File: src/sv/window_min_max_mean_autoscale_defines.svh
// ----------------------------------------------------------------------------
// Window statistics assertion macros
// Shared concurrent assertion forms, reset-qualified, same-cycle and next-cycle.
// ----------------------------------------------------------------------------
`ifndef WINDOW_MIN_MAX_MEAN_AUTOSCALE_DEFINES_SVH
`define WINDOW_MIN_MAX_MEAN_AUTOSCALE_DEFINES_SVH

// antecedent implies consequent in the same cycle
`define WMM_ASSERT_IMPL(label, clk, rst_n, ante, cons) \
    label: assert property (@(posedge clk) disable iff (!rst_n) (ante) |-> (cons)) \
        else $error("wmm assertion failed");

// antecedent implies consequent in the next cycle
`define WMM_ASSERT_NEXT(label, clk, rst_n, ante, cons) \
    label: assert property (@(posedge clk) disable iff (!rst_n) (ante) |=> (cons)) \
        else $error("wmm assertion failed");

`endif

File: src/sv/wmm_pkg.sv
`timescale 1ns / 1ps
// ----------------------------------------------------------------------------
// Window statistics package
// Field widths, reset values and fixed constants of the window statistics block.
// ----------------------------------------------------------------------------
package wmm_pkg;

    localparam int SAMPLE_W    = 16;
    localparam int SCALE_W     = 17;
    localparam int RATIO_W     = 12;
    localparam int DEPTH_DEF   = 64;
    localparam int MIX_W       = 20;    // 9*scale + target < 2^20

    localparam logic [SCALE_W-1:0]  SCALE_RESET = 17'd5120;   // 20 ms
    localparam logic [SCALE_W-1:0]  SCALE_FLOOR = 17'd4268;   // 16.67 ms
    localparam logic [SCALE_W-1:0]  SCALE_MAX   = 17'd78642;
    localparam logic [RATIO_W-1:0]  RATIO_RESET = 12'd384;    // 1.5 in Q4.8
    localparam logic [SAMPLE_W-1:0] SAMPLE_ALL1 = 16'hFFFF;

    localparam int TGT_DIVISOR = 5;
    localparam int SCL_DIVISOR = 10;

endpackage

File: src/sv/wmm_ring.sv
`timescale 1ns / 1ps
// ----------------------------------------------------------------------------
// Window statistics sample ring
// Sample memory with registered read; a fill count makes unwritten slots read 0.
// ----------------------------------------------------------------------------
module wmm_ring #(
    parameter int DEPTH = 64,
    parameter int AW    = 6,
    parameter int CW    = 7
) (
    input  logic                          i_clk,
    input  logic                          i_rst_n,
    input  logic                          i_wr_en,
    input  logic [AW-1:0]                 i_wr_addr,
    input  logic [wmm_pkg::SAMPLE_W-1:0]  i_wr_data,
    input  logic [AW-1:0]                 i_rd_addr,
    output logic [wmm_pkg::SAMPLE_W-1:0]  o_rd_data
);
    import wmm_pkg::*;

    logic [SAMPLE_W-1:0] r_mem [DEPTH];
    logic [SAMPLE_W-1:0] r_rd_data;
    logic                r_rd_ok;
    logic [CW-1:0]       r_fill;

    // slots are written in order from 0, so slot < fill means written
    always_ff @(posedge i_clk) begin
        if (!i_rst_n) begin
            r_fill <= '0;
        end else if (i_wr_en && (r_fill != CW'(DEPTH))) begin
            r_fill <= r_fill + 1'b1;
        end
    end

    always_ff @(posedge i_clk) begin
        if (i_wr_en) begin
            r_mem[i_wr_addr] <= i_wr_data;
        end
        r_rd_data <= r_mem[i_rd_addr];
        r_rd_ok   <= (CW'(i_rd_addr) < r_fill);
    end

    assign o_rd_data = r_rd_ok ? r_rd_data : '0;

endmodule

File: src/sv/wmm_div.sv
`timescale 1ns / 1ps
// ----------------------------------------------------------------------------
// Window statistics divider
// Shared divide-by-constant unit: one registered multiply by the divisor's
// reciprocal, then a registered shift; o_done rises when the quotient is ready.
// ----------------------------------------------------------------------------
module wmm_div #(
    parameter int DW = 23,
    parameter int MW = 25,
    parameter int SW = 5
) (
    input  logic          i_clk,
    input  logic          i_rst_n,
    input  logic          i_start,
    input  logic [DW-1:0] i_dividend,
    input  logic [MW-1:0] i_recip,
    input  logic [SW-1:0] i_shift,
    output logic          o_done,
    output logic [DW-1:0] o_quotient
);
    localparam int PW = DW + MW;

    logic [DW-1:0] r_dvd;
    logic [MW-1:0] r_rcp;
    logic [SW-1:0] r_sh;
    logic [PW-1:0] r_prod;
    logic [DW-1:0] r_quo;
    logic          r_mul_go;
    logic          r_shf_go;
    logic          r_done;

    always_ff @(posedge i_clk) begin
        if (!i_rst_n) begin
            r_mul_go <= 1'b0;
            r_shf_go <= 1'b0;
            r_done   <= 1'b0;
        end else begin
            r_mul_go <= i_start;
            r_shf_go <= r_mul_go;
            r_done   <= r_shf_go;
        end
    end

    // operands latch at start, product next cycle, shifted quotient after that
    always_ff @(posedge i_clk) begin
        if (i_start) begin
            r_dvd <= i_dividend;
            r_rcp <= i_recip;
            r_sh  <= i_shift;
        end
        if (r_mul_go) begin
            r_prod <= PW'(r_dvd) * PW'(r_rcp);
        end
        if (r_shf_go) begin
            r_quo <= DW'(r_prod >> r_sh);
        end
    end

    assign o_done     = r_done;
    assign o_quotient = r_quo;

endmodule

File: src/sv/window_min_max_mean_autoscale.sv
`timescale 1ns / 1ps
// Usage:
//   Input channel : i_valid / o_ready carry one frame-time request (i_sample_time).
//   Output channel: o_valid / i_ready carry window min, max, mean, graph scale
//                   and the spike flag for that request.
//   Config        : i_cfg_we writes i_cfg_wdata to spike_ratio (Q4.8) at once;
//                   write only while the block is idle.
//   Sequence      : after accept, the ring scan reads one slot per cycle, then
//                   three divides by reciprocal multiply (mean, 6/5 target,
//                   smoothed scale) run in turn on the shared divider.
//   Requests      : one at a time; o_ready is high only while idle, so a new
//                   request is taken only after the last result is loaded
//                   into the output register.
//   Reset         : ring reads as all zero (fill count), write slot 0,
//                   scale 5120, spike_ratio 384. No clearing pass is needed.
//   Stall         : a finished result sits in the output register; the next
//                   request is taken meanwhile, and the block holds its new
//                   result until the receiver takes the old one.
// ----------------------------------------------------------------------------
// Sliding window min / max / mean with autoscale
// Sequencer over a sample ring and one shared divider.
// ----------------------------------------------------------------------------
`include "window_min_max_mean_autoscale_defines.svh"

module window_min_max_mean_autoscale #(
    parameter int WINDOW_DEPTH = wmm_pkg::DEPTH_DEF
) (
    input  logic                         i_clk,
    input  logic                         i_rst_n,
    input  logic                         i_valid,
    output logic                         o_ready,
    input  logic [wmm_pkg::SAMPLE_W-1:0] i_sample_time,
    output logic                         o_valid,
    input  logic                         i_ready,
    output logic [wmm_pkg::SAMPLE_W-1:0] o_window_min,
    output logic [wmm_pkg::SAMPLE_W-1:0] o_window_max,
    output logic [wmm_pkg::SAMPLE_W-1:0] o_window_mean,
    output logic [wmm_pkg::SCALE_W-1:0]  o_graph_scale,
    output logic                         o_spike,
    input  logic                         i_cfg_we,
    input  logic [wmm_pkg::RATIO_W-1:0]  i_cfg_wdata
);
    import wmm_pkg::*;

    localparam int AW     = $clog2(WINDOW_DEPTH);
    localparam int CW     = $clog2(WINDOW_DEPTH + 1);
    localparam int SUM_W  = SAMPLE_W + CW;
    localparam int DIV_DW = (SUM_W > MIX_W) ? SUM_W : MIX_W;
    localparam int PROD_W = SAMPLE_W + RATIO_W;

    // floor(n / d) = (n * ceil(2^s / d)) >> s for n < 2^DIV_DW, s = DIV_DW + clog2(d)
    localparam int RCP_W   = DIV_DW + 2;
    localparam int SH_MEAN = DIV_DW + $clog2(WINDOW_DEPTH);
    localparam int SH_TGT  = DIV_DW + $clog2(TGT_DIVISOR);
    localparam int SH_SCL  = DIV_DW + $clog2(SCL_DIVISOR);
    localparam int SH_TOP  = (SH_MEAN > SH_SCL) ? SH_MEAN : SH_SCL;
    localparam int SH_W    = $clog2(SH_TOP + 1);
    localparam logic [RCP_W-1:0] RCP_MEAN = RCP_W'(((64'd1 << SH_MEAN) +
        64'(WINDOW_DEPTH) - 64'd1) / 64'(WINDOW_DEPTH));
    localparam logic [RCP_W-1:0] RCP_TGT  = RCP_W'(((64'd1 << SH_TGT) +
        64'(TGT_DIVISOR) - 64'd1) / 64'(TGT_DIVISOR));
    localparam logic [RCP_W-1:0] RCP_SCL  = RCP_W'(((64'd1 << SH_SCL) +
        64'(SCL_DIVISOR) - 64'd1) / 64'(SCL_DIVISOR));

    // sequencer states
    localparam logic [2:0] S_IDLE      = 3'd0;
    localparam logic [2:0] S_SCAN      = 3'd1;
    localparam logic [2:0] S_DRAIN     = 3'd2;
    localparam logic [2:0] S_MEAN      = 3'd3;
    localparam logic [2:0] S_MEAN_WAIT = 3'd4;
    localparam logic [2:0] S_TGT_WAIT  = 3'd5;
    localparam logic [2:0] S_SCL_WAIT  = 3'd6;
    localparam logic [2:0] S_OUT       = 3'd7;

    logic [2:0]          r_state;
    logic [AW-1:0]       r_wr_slot;
    logic [AW-1:0]       r_idx;
    logic                r_acc_en;
    logic [SAMPLE_W-1:0] r_sample;
    logic [SAMPLE_W-1:0] r_min;
    logic [SAMPLE_W-1:0] r_max;
    logic [SUM_W-1:0]    r_sum;
    logic [SAMPLE_W-1:0] r_mean;
    logic [PROD_W-1:0]   r_prod;
    logic [SCALE_W-1:0]  r_scale;
    logic [RATIO_W-1:0]  r_ratio;

    logic                r_out_valid;
    logic [SAMPLE_W-1:0] r_out_min;
    logic [SAMPLE_W-1:0] r_out_max;
    logic [SAMPLE_W-1:0] r_out_mean;
    logic [SCALE_W-1:0]  r_out_scale;
    logic                r_out_spike;

    logic                w_accept;
    logic [SAMPLE_W-1:0] w_rd_data;
    logic                w_div_start;
    logic                w_div_done;
    logic [DIV_DW-1:0]   w_div_dvd;
    logic [RCP_W-1:0]    w_div_rcp;
    logic [SH_W-1:0]     w_div_sh;
    logic [DIV_DW-1:0]   w_div_q;
    logic [SCALE_W-1:0]  w_target;
    logic [DIV_DW-1:0]   w_mix;
    logic                w_out_load;

    assign o_ready  = (r_state == S_IDLE);
    assign w_accept = i_valid && o_ready;

    wmm_ring #(
        .DEPTH (WINDOW_DEPTH),
        .AW    (AW),
        .CW    (CW)
    ) u_ring (
        .i_clk     (i_clk),
        .i_rst_n   (i_rst_n),
        .i_wr_en   (w_accept),
        .i_wr_addr (r_wr_slot),
        .i_wr_data (i_sample_time),
        .i_rd_addr (r_idx),
        .o_rd_data (w_rd_data)
    );

    wmm_div #(
        .DW (DIV_DW),
        .MW (RCP_W),
        .SW (SH_W)
    ) u_div (
        .i_clk      (i_clk),
        .i_rst_n    (i_rst_n),
        .i_start    (w_div_start),
        .i_dividend (w_div_dvd),
        .i_recip    (w_div_rcp),
        .i_shift    (w_div_sh),
        .o_done     (w_div_done),
        .o_quotient (w_div_q)
    );

    // target = max(max*6/5, floor); quotient arrives while in S_TGT_WAIT
    assign w_target = (w_div_q < DIV_DW'(SCALE_FLOOR)) ? SCALE_FLOOR : w_div_q[SCALE_W-1:0];
    assign w_mix    = DIV_DW'({r_scale, 3'b000}) + DIV_DW'(r_scale) + DIV_DW'(w_target);

    // divider operand select: mean, then target, then smoothed scale
    always_comb begin
        case (r_state)
            S_MEAN: begin
                w_div_start = 1'b1;
                w_div_dvd   = DIV_DW'(r_sum);
                w_div_rcp   = RCP_MEAN;
                w_div_sh    = SH_W'(SH_MEAN);
            end
            S_MEAN_WAIT: begin
                w_div_start = w_div_done;
                w_div_dvd   = DIV_DW'({r_max, 2'b00}) + DIV_DW'({r_max, 1'b0});
                w_div_rcp   = RCP_TGT;
                w_div_sh    = SH_W'(SH_TGT);
            end
            S_TGT_WAIT: begin
                w_div_start = w_div_done;
                w_div_dvd   = w_mix;
                w_div_rcp   = RCP_SCL;
                w_div_sh    = SH_W'(SH_SCL);
            end
            default: begin
                w_div_start = 1'b0;
                w_div_dvd   = '0;
                w_div_rcp   = '0;
                w_div_sh    = '0;
            end
        endcase
    end

    assign w_out_load = (r_state == S_OUT) && (!r_out_valid || i_ready);

    // control state
    always_ff @(posedge i_clk) begin
        if (!i_rst_n) begin
            r_state     <= S_IDLE;
            r_wr_slot   <= '0;
            r_acc_en    <= 1'b0;
            r_scale     <= SCALE_RESET;
            r_ratio     <= RATIO_RESET;
            r_out_valid <= 1'b0;
        end else begin
            if (i_cfg_we) begin
                r_ratio <= i_cfg_wdata;
            end
            r_acc_en <= (r_state == S_SCAN);

            if (w_out_load) begin
                r_out_valid <= 1'b1;
            end else if (r_out_valid && i_ready) begin
                r_out_valid <= 1'b0;
            end

            case (r_state)
                S_IDLE: begin
                    if (w_accept) begin
                        r_wr_slot <= (r_wr_slot == AW'(WINDOW_DEPTH - 1)) ?
                                     '0 : r_wr_slot + 1'b1;
                        r_state   <= S_SCAN;
                    end
                end
                S_SCAN: begin
                    if (r_idx == AW'(WINDOW_DEPTH - 1)) begin
                        r_state <= S_DRAIN;
                    end
                end
                S_DRAIN: begin
                    r_state <= S_MEAN;
                end
                S_MEAN: begin
                    r_state <= S_MEAN_WAIT;
                end
                S_MEAN_WAIT: begin
                    if (w_div_done) begin
                        r_state <= S_TGT_WAIT;
                    end
                end
                S_TGT_WAIT: begin
                    if (w_div_done) begin
                        r_state <= S_SCL_WAIT;
                    end
                end
                S_SCL_WAIT: begin
                    if (w_div_done) begin
                        r_scale <= w_div_q[SCALE_W-1:0];
                        r_state <= S_OUT;
                    end
                end
                S_OUT: begin
                    if (w_out_load) begin
                        r_state <= S_IDLE;
                    end
                end
                default: begin
                    r_state <= S_IDLE;
                end
            endcase
        end
    end

    // datapath: scan accumulators, mean, spike product, output register
    always_ff @(posedge i_clk) begin
        if (w_accept) begin
            r_sample <= i_sample_time;
            r_idx    <= '0;
            r_min    <= SAMPLE_ALL1;
            r_max    <= '0;
            r_sum    <= '0;
        end else begin
            if (r_state == S_SCAN) begin
                r_idx <= r_idx + 1'b1;
            end
            if (r_acc_en) begin
                if (w_rd_data < r_min) r_min <= w_rd_data;
                if (w_rd_data > r_max) r_max <= w_rd_data;
                r_sum <= r_sum + SUM_W'(w_rd_data);
            end
        end
        if ((r_state == S_MEAN_WAIT) && w_div_done) begin
            r_mean <= w_div_q[SAMPLE_W-1:0];
        end
        r_prod <= PROD_W'(r_mean) * PROD_W'(r_ratio);
        if (w_out_load) begin
            r_out_min   <= r_min;
            r_out_max   <= r_max;
            r_out_mean  <= r_mean;
            r_out_scale <= r_scale;
            r_out_spike <= (PROD_W'({r_sample, 8'h00}) > r_prod);
        end
    end

    assign o_valid       = r_out_valid;
    assign o_window_min  = r_out_min;
    assign o_window_max  = r_out_max;
    assign o_window_mean = r_out_mean;
    assign o_graph_scale = r_out_scale;
    assign o_spike       = r_out_spike;

    // a taken request always starts the scan at slot 0
    `WMM_ASSERT_NEXT(a_accept_scan, i_clk, i_rst_n, w_accept, (r_state == S_SCAN) && (r_idx == '0))
    // divider completions only land in the states that consume them
    `WMM_ASSERT_IMPL(a_div_done_state, i_clk, i_rst_n, w_div_done, (r_state == S_MEAN_WAIT) || (r_state == S_TGT_WAIT) || (r_state == S_SCL_WAIT))
    // a pending result is never overwritten while the receiver stalls
    `WMM_ASSERT_NEXT(a_out_hold, i_clk, i_rst_n, (r_state == S_OUT) && r_out_valid && !i_ready, (r_state == S_OUT) && $stable(r_out_max))
    // the smoothed scale never leaves its range
    `WMM_ASSERT_IMPL(a_scale_range, i_clk, i_rst_n, r_state == S_OUT, r_scale <= SCALE_MAX)

endmodule
File: config.mk
export PLATFORM = sky130hd
export DESIGN_NAME = window_min_max_mean_autoscale
export DESIGN_NICKNAME = d
export VERILOG_FILES = /design/src/sv/wmm_pkg.sv /design/src/sv/wmm_ring.sv /design/src/sv/wmm_div.sv /design/src/sv/window_min_max_mean_autoscale.sv
export VERILOG_INCLUDE_DIRS = /design/src /design/src/sv
export SDC_FILE = /design/constraint.sdc
export NUM_CORES = 2
export LEC_CHECK = 0
export BUFFER_PORTS_ARGS = -buffer_cell sky130_fd_sc_hd__buf_2
export CAP_MARGIN = 10
export CORE_MARGIN = 3
export CORE_UTILIZATION = 35
export DETAILED_ROUTE_END_ITERATION = 12
export HOLD_SLACK_MARGIN = 0.05
export PLACE_DENSITY = 0.56
export SETUP_SLACK_MARGIN = 0.2
export SYNTH_ARGS = -nofsm -noshare
export SYNTH_HDL_FRONTEND = slang
export SYNTH_HIERARCHICAL = 1
export SYNTH_SLANG_ARGS = --single-unit
File: constraint.sdc
create_clock -name i_clk -period 19.5 [get_ports i_clk]
set_input_delay 1.95 -clock i_clk [delete_from_list [all_inputs] [get_ports i_clk]]
set_output_delay 1.95 -clock i_clk [all_outputs]
set_load 0.1 [all_outputs]
==> out/results.ini <==
[status]
status = finished, final reports clean

[floorplanning]
coreArea_mm2 = 0.2336
rows = 177
io_pins = 101
die_h_um = 491.9
die_w_um = 491.9
die_area_mm2 = 0.2420
initial_core_util_pct = 35.37

[cells_and_area]
num-nets-final = 7418
areaGrowthSynthToFinish_pct = 11.23
fillers = 21830
drive_above_1_share_pct = 12.51

[synthesis]
synth_top_family_by_area = adder cells
yosysWarnings = 6
synth_top_area_share_pct = 45.27
synth.distinct_cells = 86
ys.flop_type = edfxtp_1
synth.largest_area_cell = edfxtp_1
synthAdderAreaFrac_pct = 20.76
synth_edf_count = 1246
synth_xor_area_share_pct = 1.303
synth_seq_cells = 1402
synth.area.top_cells = edfxtp_1 (45%), fa_1 (15%), mux4_2 (7.4%)
async_flop_share_pct = 0
synthSimpleGateAreaFrac_pct = 8.880
synth_compound_area_share_pct = 5.730
yosysMostFrequentCell = edfxtp_1
syn-cell-area_mm2 = 0.08265
synthTopCellsByCount = edfxtp_1 (1246), inv_1 (794), nand2_1 (703)
ys_seq_area_share_pct = 49.05
netlist_instances = 6319
syn_avg_cell_area_um2 = 13.08
synthMuxAreaShare_pct = 8.967

[timing]
fin_crit_sh_pct = 39.45
fin_worst_skew_ps = 57.48
rsz0062_at_grt = false
worstMarginPinSlew_ps = 1312
setup_tns_ps = 0
final-max-slew-violation-count = 0
period_needed_ps = 7693
fmax_mhz = 130.0
hold_viol = 0
setup_viol = 0
slew-limit-headroom_pct = 12.51

[setup_path]
critPathCaptureType = register
critPathKind = register to register
required_ps = 20010
crit_arrival_ps = 8200
rr_startpoint = u_div/r_dvd[2]
crit_start = u_div/r_dvd[2]
path_max_fanout = 25
cp-start-kind = register

[global_route]
grt_pass1_vias = 51630
antenna_found_initial = 10
grt_max_degree = 132
grt_pass1_wl_um = 332500
overflow = 0
grtUsageTotal_pct = 18.08

[clock_tree]
htree_levels = 4
clock_tree.root_cell = clkbuf_16
cts_tree = done
clock_path_buffers = 3
post_cts_buffers = 0
cts-buffers-inserted = 152
ctsHoldBuffers = 0
clock_latency_ps = 820
clk_pin_slew_ps = 60
clock-sinks = 1402
cts_resized = 0

[drt]
drc = 0
dr_total_vias = 50300
dr.pass1.iters = 7
viasPerCell = 5.212
wl_per_cell_um = 22.74
ant_nets = 0
wl_um = 219500
drt_iter0_drc = 4287

[placement]
dpl.hpwl_um = 146100
port_buffers = 100
routabilityCongestion = 0.8714

[min_path]
hp-start = r_min[12]
hold_class = register to register

[run]
maxCapViolations = 0

-- cells in the final DEF (no fill, tap or decap), drive strengths merged, types with 175 or more instances in the layout --
cell type,Yosys,layout
a21oi,189,189
and2,339,339
buf,86,231
clkbuf,233,191
edfxtp,1246,1246
fa,637,637
ha,352,352
inv,799,808
mux4,272,272
nand2,704,704
nor2,227,227
o21ai,175,175
-- state kept, by name, indices dropped and copies added (netlist names), 17 cells and up --
name / cells
u_div/r_prod: 48
u_div/r_rcp: 25
o_graph_scale: 17
u_div/r_dvd: 23
r_scale: 17
r_sum: 23
u_div/o_quotient: 23
r_prod: 28
u_ring/r_mem: 1024
-- kinds of logic (layout without fill, tap and decap cells) --
family / Yosys count / in the layout
AND/OR/NAND/NOR: 1559 / 1559
flip-flops: 1402 / 1402
buffers and inverters: 1118 / 1301
adder cells (fa/ha/maj): 989 / 989
AO/OA/AOI/OAI: 730 / 730
multiplexers: 397 / 397
XOR/XNOR: 123 / 123
other: 1 / 18
-- worst max-delay path: stages, from the launching register on --
cell      delay (ps)
edfxtp_1        1070
nand2_1          180
fa_1             600
fa_1             440
fa_1             550
inv_1             50
fa_1             490
inv_1             60
fa_1             520
inv_1             50
fa_1             470
inv_1             50
fa_1             500
inv_1             60
ha_1             410
nand4_2          180
or2_1            280
o211ai_2         300
a211oi_1         210
o41a_1           470
nor3b_2          230
a21oi_1          110
xnor2_1          140
-- metal layers --
metal / wire length (µm) / global-route usage, %
met5: 11 / 0
met4: 4762 / 4.172
met3: 13470 / 2.816
met2: 101200 / 28.45
met1: 100000 / 26.33
-- through the flow --
stage	hold slack, ps	cells	util, %	instance area [µm²]	worst slack (ps)
finish	408.0	9651	39.34	91930	11810
global route	438.7	9645	39.34	91910	11360
CTS	411.7	9644	39.33	91880	11800
detailed placement	416.5	9373	37.16	86810	11830
global placement	420.1	9373	37.16	86810	11830
floorplan	408.2	6330	-	82690	12710
-- worst paths after layout --
check / cells past startpoint / slack, ps / to
setup / recovery: 22 / 11810 / u_div/r_prod[43]
setup reg to reg: 22 / 11810 / u_div/r_prod[43]
hold / removal: 0 / 410 / o_window_min[12]
hold reg to reg: 0 / 410 / o_window_min[12]
-- area by class of cell --
class | instances | area (µm²) | area share, %
Antenna cell | 6 | 15.01 | 0.01633
Clock buffer | 191 | 4021 | 4.375
Clock inverter | 80 | 1049 | 1.141
Inverter | 799 | 2999 | 3.263
Multi-Input combinational cell | 3810 | 37830 | 41.15
Sequential cell | 1402 | 40550 | 44.12
Tap cell | 3132 | 3919 | 4.263
Timing Repair Buffer | 231 | 1541 | 1.677
Power is not shown: default switching activity piles up to over one toggle a cycle in this logic, so the estimate is an artifact.
